## src/rtl/core/idle_connection_reaper_queue_unit_assert.svh

```systemverilog
// Assertion macros for the idle connection reaper queue unit
`ifndef IDLE_CONNECTION_REAPER_QUEUE_UNIT_ASSERT_SVH
`define IDLE_CONNECTION_REAPER_QUEUE_UNIT_ASSERT_SVH

// check a condition at every edge outside reset
`define ICRQ_ASSERT(name, clk, rst_n, cond) \
  name: assert property (@(posedge clk) disable iff (!rst_n) (cond)) \
    else $error("icrq: invariant violated");

// check that the consequent holds in the same cycle
`define ICRQ_ASSERT_IMP(name, clk, rst_n, ante, cons) \
  name: assert property (@(posedge clk) disable iff (!rst_n) (ante) |-> (cons)) \
    else $error("icrq: implication violated");

// check that the consequent holds in the next cycle
`define ICRQ_ASSERT_NXT(name, clk, rst_n, ante, cons) \
  name: assert property (@(posedge clk) disable iff (!rst_n) (ante) |=> (cons)) \
    else $error("icrq: next-cycle implication violated");

`endif

```

## src/rtl/core/icrq_pkg.sv

```systemverilog
// Types and constants of the idle connection reaper queue
`timescale 1ns / 1ps

package icrq_pkg;

  localparam int unsigned OpW          = 2;
  localparam int unsigned ConnW        = 6;
  localparam int unsigned TimeW        = 32;
  localparam int unsigned TimeoutW     = 16;
  localparam int unsigned DefConnections = 64;
  localparam logic [TimeoutW-1:0] DefTimeout = 16'd15;

  typedef enum logic [OpW-1:0] {
    OP_TICK     = 2'd0,
    OP_ACTIVITY = 2'd1,
    OP_HANGUP   = 2'd2
  } op_e;

  typedef enum logic {
    CAUSE_TIMEOUT = 1'b0,
    CAUSE_HANGUP  = 1'b1
  } cause_e;

  typedef enum logic [3:0] {
    S_IDLE  = 4'b0001,
    S_DL_RD = 4'b0010,
    S_CMP   = 4'b0100,
    S_LAST  = 4'b1000
  } state_e;

endpackage

```

## src/rtl/core/icrq_in_if.sv

```systemverilog
// Input channel: one event beat per handshake
`timescale 1ns / 1ps

interface icrq_in_if;
  import icrq_pkg::*;

  logic                valid;
  logic                ready;
  logic [OpW-1:0]      operation;
  logic [ConnW-1:0]    conn_id;
  logic                keep_open;

  modport source (output valid, operation, conn_id, keep_open, input ready);
  modport sink   (input valid, operation, conn_id, keep_open, output ready);
endinterface

```

## src/rtl/core/icrq_out_if.sv

```systemverilog
// Output channel: one close report beat per handshake
`timescale 1ns / 1ps

interface icrq_out_if;
  import icrq_pkg::*;

  logic                valid;
  logic                ready;
  logic [ConnW-1:0]    out_conn;
  logic                closed;
  logic                cause;
  logic                last;

  modport source (output valid, out_conn, closed, cause, last, input ready);
  modport sink   (input valid, out_conn, closed, cause, last, output ready);
endinterface

```

## src/rtl/core/icrq_ram.sv

```systemverilog
// Generic single-write, single-read RAM with registered read data
`timescale 1ns / 1ps

module icrq_ram #(
  parameter int unsigned Width = 8,
  parameter int unsigned Depth = 64
) (
  input  logic                     clk_i,
  input  logic                     we_i,
  input  logic [$clog2(Depth)-1:0] waddr_i,
  input  logic [Width-1:0]         wdata_i,
  input  logic                     re_i,
  input  logic [$clog2(Depth)-1:0] raddr_i,
  output logic [Width-1:0]         rdata_o
);

  logic [Width-1:0] mem_q [Depth];
  logic [Width-1:0] rdata_q;

  always_ff @(posedge clk_i) begin
    if (we_i) begin
      mem_q[waddr_i] <= wdata_i;
    end
    if (re_i) begin
      rdata_q <= mem_q[raddr_i];
    end
  end

  assign rdata_o = rdata_q;

endmodule

```

## src/rtl/core/idle_connection_reaper_queue_unit.sv

```systemverilog
// Top level of the idle connection reaper queue
//
// in_i carries one event beat: tick, activity or hangup on a connection.
// out_o carries close reports: connection, closed flag, cause, last flag.
// cfg_we_i/cfg_wdata_i write the idle timeout in ticks; write only when idle.
// Activity and hangup are handled on the accepting edge; a hangup report lands
// in the output register on that edge and is visible the cycle after.
// A tick on an empty queue only advances the tick count. Otherwise it tests
// the head and pops each expired entry until an unexpired head or an empty
// queue: each pop reads the queue RAM, then the deadline RAM at the popped
// id, one registered read after the other. Each report is held one pop
// back so that the last flag is known before it is sent.
// in_i.ready is high only between ticks and while the output register is
// free or being emptied, so a stalled receiver holds the event side too and
// adds its stall cycles to a tick.
// Reset clears the tick count, alive flags and queue pointers and loads the
// timeout of 15; RAM contents stay undefined, no clearing pass is needed.
`timescale 1ns / 1ps
`include "idle_connection_reaper_queue_unit_assert.svh"

module idle_connection_reaper_queue_unit #(
  parameter int unsigned Connections = icrq_pkg::DefConnections
) (
  input  logic                          clk_i,
  input  logic                          rst_ni,
  input  logic                          cfg_we_i,
  input  logic [icrq_pkg::TimeoutW-1:0] cfg_wdata_i,
  icrq_in_if.sink                       in_i,
  icrq_out_if.source                    out_o
);
  import icrq_pkg::*;

  localparam int unsigned IdxW = $clog2(Connections);
  localparam int unsigned CntW = $clog2(Connections + 1);
  localparam logic [IdxW-1:0] LastIdx = IdxW'(Connections - 1);
  localparam logic [CntW-1:0] Full    = CntW'(Connections);
  localparam logic [ConnW:0]  ConnLim = (ConnW + 1)'(Connections);

  state_e              state_q, state_d;
  logic [TimeoutW-1:0] timeout_q;
  logic [TimeW-1:0]    now_q, now_d;
  logic [Connections-1:0] alive_q, alive_d;
  logic [IdxW-1:0]     head_q, head_d, tail_q, tail_d;
  logic [CntW-1:0]     count_q, count_d;
  logic [IdxW-1:0]     id_q, id_d;

  logic                pend_valid_q, pend_valid_d;
  logic [IdxW-1:0]     pend_conn_q, pend_conn_d;
  logic                pend_closed_q, pend_closed_d;

  logic                out_valid_q;
  logic [ConnW-1:0]    out_conn_q, out_conn_d;
  logic                out_closed_q, out_closed_d;
  cause_e              out_cause_q, out_cause_d;
  logic                out_last_q, out_last_d;
  logic                out_load, out_free;

  logic                fifo_we, fifo_re;
  logic [IdxW-1:0]     fifo_waddr, fifo_wdata, fifo_raddr, fifo_rdata;
  logic                dl_we, dl_re;
  logic [IdxW-1:0]     dl_waddr, dl_raddr;
  logic [TimeW-1:0]    dl_wdata, dl_rdata;

  logic                in_fire, conn_ok, expired;
  logic [IdxW-1:0]     conn_idx, head_next;

  icrq_ram #(.Width(IdxW), .Depth(Connections)) u_fifo_ram (
    .clk_i   (clk_i),
    .we_i    (fifo_we),
    .waddr_i (fifo_waddr),
    .wdata_i (fifo_wdata),
    .re_i    (fifo_re),
    .raddr_i (fifo_raddr),
    .rdata_o (fifo_rdata)
  );

  icrq_ram #(.Width(TimeW), .Depth(Connections)) u_deadline_ram (
    .clk_i   (clk_i),
    .we_i    (dl_we),
    .waddr_i (dl_waddr),
    .wdata_i (dl_wdata),
    .re_i    (dl_re),
    .raddr_i (dl_raddr),
    .rdata_o (dl_rdata)
  );

  assign out_free    = !out_valid_q || out_o.ready;
  assign in_i.ready  = (state_q == S_IDLE) && out_free;
  assign in_fire     = in_i.valid && in_i.ready;
  assign conn_ok     = {1'b0, in_i.conn_id} < ConnLim;
  assign conn_idx    = in_i.conn_id[IdxW-1:0];
  assign head_next   = (head_q == LastIdx) ? '0 : head_q + 1'b1;
  assign expired     = dl_rdata <= now_q;

  always_comb begin
    state_d       = state_q;
    now_d         = now_q;
    alive_d       = alive_q;
    head_d        = head_q;
    tail_d        = tail_q;
    count_d       = count_q;
    id_d          = id_q;
    pend_valid_d  = pend_valid_q;
    pend_conn_d   = pend_conn_q;
    pend_closed_d = pend_closed_q;
    out_load      = 1'b0;
    out_conn_d    = ConnW'(pend_conn_q);
    out_closed_d  = pend_closed_q;
    out_cause_d   = CAUSE_TIMEOUT;
    out_last_d    = 1'b0;
    fifo_we       = 1'b0;
    fifo_waddr    = tail_q;
    fifo_wdata    = conn_idx;
    fifo_re       = 1'b0;
    fifo_raddr    = head_q;
    dl_we         = 1'b0;
    dl_waddr      = conn_idx;
    dl_wdata      = now_q + (in_i.keep_open ? TimeW'(timeout_q) : '0);
    dl_re         = 1'b0;
    dl_raddr      = fifo_rdata;

    case (state_q)
      S_IDLE: begin
        if (in_fire) begin
          case (op_e'(in_i.operation))
            OP_TICK: begin
              now_d = now_q + 1'b1;
              if (count_q != '0) begin
                fifo_re = 1'b1;
                state_d = S_DL_RD;
              end
            end
            OP_ACTIVITY: begin
              if (conn_ok) begin
                dl_we = 1'b1;
                if (!alive_q[conn_idx] && count_q != Full) begin
                  fifo_we           = 1'b1;
                  tail_d            = (tail_q == LastIdx) ? '0 : tail_q + 1'b1;
                  count_d           = count_q + 1'b1;
                  alive_d[conn_idx] = 1'b1;
                end
              end
            end
            OP_HANGUP: begin
              if (conn_ok) begin
                alive_d[conn_idx] = 1'b0;
                out_load          = 1'b1;
                out_conn_d        = in_i.conn_id;
                out_closed_d      = 1'b1;
                out_cause_d       = CAUSE_HANGUP;
                out_last_d        = 1'b1;
              end
            end
            default: ;
          endcase
        end
      end
      S_DL_RD: begin
        dl_re   = 1'b1;
        id_d    = fifo_rdata;
        state_d = S_CMP;
      end
      S_CMP: begin
        if (!pend_valid_q || out_free) begin
          if (expired) begin
            out_load      = pend_valid_q;
            pend_valid_d  = 1'b1;
            pend_conn_d   = id_q;
            pend_closed_d = alive_q[id_q];
            alive_d[id_q] = 1'b0;
            head_d        = head_next;
            count_d       = count_q - 1'b1;
            if (count_q > CntW'(1)) begin
              fifo_re    = 1'b1;
              fifo_raddr = head_next;
              state_d    = S_DL_RD;
            end else begin
              state_d = S_LAST;
            end
          end else begin
            out_load     = pend_valid_q;
            out_last_d   = 1'b1;
            pend_valid_d = 1'b0;
            state_d      = S_IDLE;
          end
        end
      end
      S_LAST: begin
        if (out_free) begin
          out_load     = 1'b1;
          out_last_d   = 1'b1;
          pend_valid_d = 1'b0;
          state_d      = S_IDLE;
        end
      end
      default: begin
        state_d = S_IDLE;
      end
    endcase
  end

  always_ff @(posedge clk_i or negedge rst_ni) begin
    if (!rst_ni) begin
      state_q      <= S_IDLE;
      timeout_q    <= DefTimeout;
      now_q        <= '0;
      alive_q      <= '0;
      head_q       <= '0;
      tail_q       <= '0;
      count_q      <= '0;
      pend_valid_q <= 1'b0;
      out_valid_q  <= 1'b0;
    end else begin
      state_q      <= state_d;
      now_q        <= now_d;
      alive_q      <= alive_d;
      head_q       <= head_d;
      tail_q       <= tail_d;
      count_q      <= count_d;
      pend_valid_q <= pend_valid_d;
      if (cfg_we_i) begin
        timeout_q <= cfg_wdata_i;
      end
      if (out_load) begin
        out_valid_q <= 1'b1;
      end else if (out_o.ready) begin
        out_valid_q <= 1'b0;
      end
    end
  end

  always_ff @(posedge clk_i) begin
    id_q          <= id_d;
    pend_conn_q   <= pend_conn_d;
    pend_closed_q <= pend_closed_d;
    if (out_load) begin
      out_conn_q   <= out_conn_d;
      out_closed_q <= out_closed_d;
      out_cause_q  <= out_cause_d;
      out_last_q   <= out_last_d;
    end
  end

  assign out_o.valid    = out_valid_q;
  assign out_o.out_conn = out_conn_q;
  assign out_o.closed   = out_closed_q;
  assign out_o.cause    = out_cause_q;
  assign out_o.last     = out_last_q;

  `ICRQ_ASSERT(a_count_bound, clk_i, rst_ni, count_q <= Full)
  `ICRQ_ASSERT(a_ring_ptrs, clk_i, rst_ni, (head_q == tail_q) == (count_q == '0 || count_q == Full))
  `ICRQ_ASSERT_IMP(a_pend_not_stranded, clk_i, rst_ni, pend_valid_q, state_q != S_IDLE)
  `ICRQ_ASSERT_NXT(a_last_ends_item, clk_i, rst_ni, out_load && out_last_d, state_q == S_IDLE)

endmodule

```

## src/flat_wrapper.sv

```systemverilog
// flat-port wrapper written by rule: the top's interface ports become plain ports
module idle_connection_reaper_queue_unit_flat import icrq_pkg::*;
#(
  parameter int unsigned Connections = icrq_pkg::DefConnections
)
  (clk_i, rst_ni, cfg_we_i, cfg_wdata_i, in_i_valid, in_i_operation, in_i_conn_id, in_i_keep_open, in_i_ready, out_o_valid, out_o_out_conn, out_o_closed, out_o_cause, out_o_last, out_o_ready);
  icrq_in_if in_i_i ();
  icrq_out_if out_o_i ();
  input  logic clk_i;
  input  logic rst_ni;
  input  logic cfg_we_i;
  input  logic [icrq_pkg::TimeoutW-1:0] cfg_wdata_i;
  input wire logic [$bits(in_i_i.valid)-1:0] in_i_valid;
  input wire logic [$bits(in_i_i.operation)-1:0] in_i_operation;
  input wire logic [$bits(in_i_i.conn_id)-1:0] in_i_conn_id;
  input wire logic [$bits(in_i_i.keep_open)-1:0] in_i_keep_open;
  output wire logic [$bits(in_i_i.ready)-1:0] in_i_ready;
  output wire logic [$bits(out_o_i.valid)-1:0] out_o_valid;
  output wire logic [$bits(out_o_i.out_conn)-1:0] out_o_out_conn;
  output wire logic [$bits(out_o_i.closed)-1:0] out_o_closed;
  output wire logic [$bits(out_o_i.cause)-1:0] out_o_cause;
  output wire logic [$bits(out_o_i.last)-1:0] out_o_last;
  input wire logic [$bits(out_o_i.ready)-1:0] out_o_ready;
  assign in_i_i.valid = in_i_valid;
  assign in_i_i.operation = in_i_operation;
  assign in_i_i.conn_id = in_i_conn_id;
  assign in_i_i.keep_open = in_i_keep_open;
  assign in_i_ready = in_i_i.ready;
  assign out_o_valid = out_o_i.valid;
  assign out_o_out_conn = out_o_i.out_conn;
  assign out_o_closed = out_o_i.closed;
  assign out_o_cause = out_o_i.cause;
  assign out_o_last = out_o_i.last;
  assign out_o_i.ready = out_o_ready;
  idle_connection_reaper_queue_unit #(.Connections(Connections)) u_core (.clk_i(clk_i), .rst_ni(rst_ni), .cfg_we_i(cfg_we_i), .cfg_wdata_i(cfg_wdata_i), .in_i(in_i_i), .out_o(out_o_i));
endmodule
```

## config.mk

```make
export PLATFORM = sky130hd
export DESIGN_NAME = idle_connection_reaper_queue_unit_flat
export DESIGN_NICKNAME = d
export VERILOG_FILES = /design/src/rtl/core/icrq_pkg.sv /design/src/rtl/core/icrq_in_if.sv /design/src/rtl/core/icrq_out_if.sv /design/src/rtl/core/icrq_ram.sv /design/src/rtl/core/idle_connection_reaper_queue_unit.sv /design/src/flat_wrapper.sv
export VERILOG_INCLUDE_DIRS = /design/src /design/src/rtl/core
export SDC_FILE = /design/constraint.sdc
export NUM_CORES = 2
export LEC_CHECK = 0
export ABC_AREA = 0
export BUFFER_PORTS_ARGS = -buffer_cell sky130_fd_sc_hd__buf_4
export CORE_MARGIN = 1
export CORE_UTILIZATION = 57
export DETAILED_ROUTE_END_ITERATION = 8
export GPL_ROUTABILITY_DRIVEN = 0
export PLACE_DENSITY_LB_ADDON = 0.15
export SYNTH_ARGS = -nofsm -noshare
export SYNTH_HDL_FRONTEND = slang
export SYNTH_SLANG_ARGS = --single-unit
```

## constraint.sdc

```tcl
create_clock -name clk_i -period 4.9 [get_ports clk_i]
set_input_delay 0.98 -clock clk_i [delete_from_list [all_inputs] [get_ports clk_i]]
set_output_delay 0.98 -clock clk_i [all_outputs]
set_load 0.01 [all_outputs]
```

==> out/qor.yml <==
logic_synthesis:
  synth_area_um2: 105000
  synth.net_count: 5074
  syn_area_per_cell_um2: 21.0
  synthArstFlopShare_pct: 5.21
  synth_edf_count: 2492
  syn_inst: 4988
  ys_ff_latch: 2629
  synth_flop_cell: "edfxtp_1"
  synth.distinct_cells: 77
  ys_seq_area_share_pct: 74.9
  synth_warnings: 0
die:
  core_um2: 182000
  die_area_um2: 185000
  die_h_um: 430
  rows: 156
  fp.dieW_um: 430
  io_pins: 41
  start_util_pct: 57.6
pwr:
  seqPwrFrac_pct: 49.8
  p_comb_share_pct: 11.6
  power_frac_clock_pct: 38.6
  swShare_pct: 23.2
  power_switching_mw: 12.0
  leakage_nw: 40.6
  irDropWorstVdd_uv: 461
  powerDensity_nw_per_um2: 426
  p_int_mw: 39.7
clocking:
  clk_latency_ns: 0.94
  cts_tree: "done"
  clkSlewWorstSetupHoldPaths_ns: 0.06
  post_cts_resized: 0
  holdBufCountCts: 0
  clock-sinks: 2629
  postCtsSetupBuffers: 0
  clockBufferDepth: 4
  root_buffer: "clkbuf_16"
  htree_levels: 5
  cts-buffers-inserted: 280
detailed_routing:
  wire_per_inst_um: 33.4
  wl_um: 269000
  drt_iter0_drc: 7105
  antenna_left: 0
  drc_errors: 0
  avgViaCountPerCell: 6.71
  firstDrtPassIters: 6
  vias: 54100
critical_path:
  reg2regPathDepth: 15
  reg2reg_to: "u_core.u_fifo_ram.rdata_o[0]"
  crit_type: "flip-flop to flip-flop"
  critPathRequiredTime_ns: 5.53
  r2r_setup_slack_ns: 0.17
  crit_end: "u_core.u_fifo_ram.rdata_o[0]"
  crit_fanout: 15
  cp.arrival_ns: 5.36
  cp-end-kind: "flip-flop"
  slowest_delay_ns: 0.56
  cp_cell_sequence: "inv_1, ha_1, nand4_1, nor4_1, buf_4, a21boi_0, o31a_1, nor3_2, buf_4, a31oi_4, buf_12, mux4_2, a22oi_1, nand4_1, or4_1"
  r2r_start: "u_core.now_q[29]"
  startpoint_type: "flip-flop"
  critPathLaunch: "u_core.now_q[29]"
  slowest_stage: "or4_1"
timing:
  layout_min_cycle_time_ns: 4.73
  max_slew.worst_pin.slew_ns: 1.42
  fin_setup_tns_ns: 0
  fmax_mhz: 211
  fin_crit_sh_pct: 96.6
  maxSlewViolCount: 0
  hold_viol: 0
  rsz0062_at_grt: "no"
  fin_skew_ns: 0.0777
  finalSetupViolCount: 0
  slew-limit-headroom_pct: 5.17
place:
  post_dp_cell_area_um2: 113000
  dp_hpwl_um: 158000
  numPortBuffers: 40
global_routing:
  grt_max_degree: 73
  grtUsageTotal_pct: 29.4
  grt_pass1_wl_um: 386000
  gr-total-overflow: 0
  antenna_found_initial: 10
  first_global_vias: 54300
final_layout:
  fillers: 11500
  mostFrequentLayoutCells: "edfxtp_1 (2,492), mux4_2 (732), buf_4 (350)"
  fin_nets: 5584
  diodes: 0
  final_area_um2: 121000
  multi_input_area_um2: 26000
  final_common_cell: "edfxtp_1"
  area_delta_synth_final_pct: 16.2
  drive_gt1_share_pct: 30.4
  ff_latch_area_um2: 78300
job:
  maxCapViolCount: 0
outcome:
  run_status: "finished clean"
hold_path:
  min_path_type: "input pin to asynchronous set/reset pin"
[metrics by stage]
stage / hold WS, ns / std cells / worst slack [ns] / util [%] / total power [mW]
after floorplan: 0.424 / 4988 / -0.765 / - / 29.8
after global placement: 0.492 / 7586 / -0.124 / 62.2 / 32.1
after detailed placement: 0.496 / 7586 / -0.0438 / 62.2 / 32.2
after CTS: 0.124 / 8062 / 0.234 / 66.9 / 51.9
after global routing: 0.167 / 8062 / 0.0419 / 66.9 / 53.1
final: 0.122 / 8062 / 0.167 / 66.9 / 51.7
[synth_stat cells, types with 15 or more instances]
master | number | share of area, %
and3_1 | 15 | 0.090
ha_1 | 55 | 0.66
edfxtp_1 | 2492 | 72
nor2_1 | 202 | 0.73
clkbuf_1 | 175 | 0.63
mux2_2 | 28 | 0.30
nand3_1 | 51 | 0.24
dfrtp_1 | 132 | 3.2
o21ai_0 | 46 | 0.22
o2bb2ai_1 | 64 | 0.54
a21oi_1 | 39 | 0.19
inv_1 | 54 | 0.19
mux2i_1 | 101 | 0.97
a22oi_1 | 46 | 0.33
nor2b_1 | 20 | 0.12
xnor2_1 | 60 | 0.50
buf_1 | 69 | 0.25
nand4_1 | 38 | 0.23
nor3_1 | 21 | 0.10
o22ai_1 | 73 | 0.44
mux4_2 | 732 | 16
nand2_1 | 226 | 0.81
and2_1 | 21 | 0.13
[registers in the layout, summed over array words and instances, names as in the netlist, named ones only]
register	cells
u_core.u_deadline_ram.rdata_o	32
u_core.pend_conn_q	6
u_core.out_o.cause	1
u_core.timeout_q	16
u_core.fifo_waddr	6
u_core.pend_valid_q	1
u_core.u_fifo_ram.rdata_o	6
u_core.out_o.closed	1
u_core.u_fifo_ram.mem_q	384
u_core.out_o.last	1
u_core.now_q	32
u_core.out_o.out_conn	6
u_core.id_q	6
u_core.state_q	4
u_core.u_deadline_ram.mem_q	2048
u_core.count_q	7
u_core.pend_closed_q	1
u_core.out_o.valid	1
u_core.head_q	6
[routing by layer]
layer  vias to the layer above  share of wire (%)  global-route usage (%)
met3                       551                9.2                    5.67
met4                         8                3.5                    9.94
met5                         -              0.020                       0
li1                      21900                  -                       -
met1                     28700                 39                    42.0
met2                      2863                 48                    46.3
[layout make-up]
class,instances,area share (%)
clock inverter,108,0.721
clock buffer,368,6.30
tap,2370,2.44
sequential,2629,64.5
multi-input combinational,2040,21.4
inverter,55,0.170
timing repair buffer,492,4.50
[worst max-delay path, delay by kind of cell, from the launching register on]
| family | cells | cell delay [ns] |
|---|---|---|
| and+or+nand+nor | 5 | 1.40 |
| buffers and inverters | 4 | 0.77 |
| AOI/OAI and AO/OA | 4 | 1.00 |
| DFF | 1 | 0.44 |
| muxes | 1 | 0.52 |
| adders and majority gates | 1 | 0.31 |
[how the worst min path moves through the flow]
stage	slack [ns]	startpoint	end	cells past startpoint
finish	0.12	rst_ni	u_core.timeout_q[12]	1
global route	0.17	rst_ni	u_core.timeout_q[12]	1
CTS	0.12	rst_ni	u_core.out_o.valid	1
detailed placement	0.50	flip-flop	flip-flop	1
global placement	0.49	u_core.pend_closed_q	u_core.out_o.closed	1
floorplan	0.42	u_core.u_fifo_ram.rdata_o[0]	u_core.id_q[0]	0
[cells by family after synthesis]
group	count (synthesis)	synth area share, %
xor+xnor	70	0.594
fa+ha+maj	56	0.678
flops	2629	74.9
mux	867	17.1
compound gates	377	2.55
simple gates	670	2.98
buf+inv	319	1.21
[power groups by stage]
stage	logic [mW]	clock network (mW)	registers [mW]
CTS	5.99	20.2	25.7
floorplan	3.75	0	26.1
global route	6.33	21.0	25.8
finish	5.98	20.0	25.7
global placement	5.86	0	26.2
detailed placement	5.98	0	26.2
(Power assumes the default switching activity.)
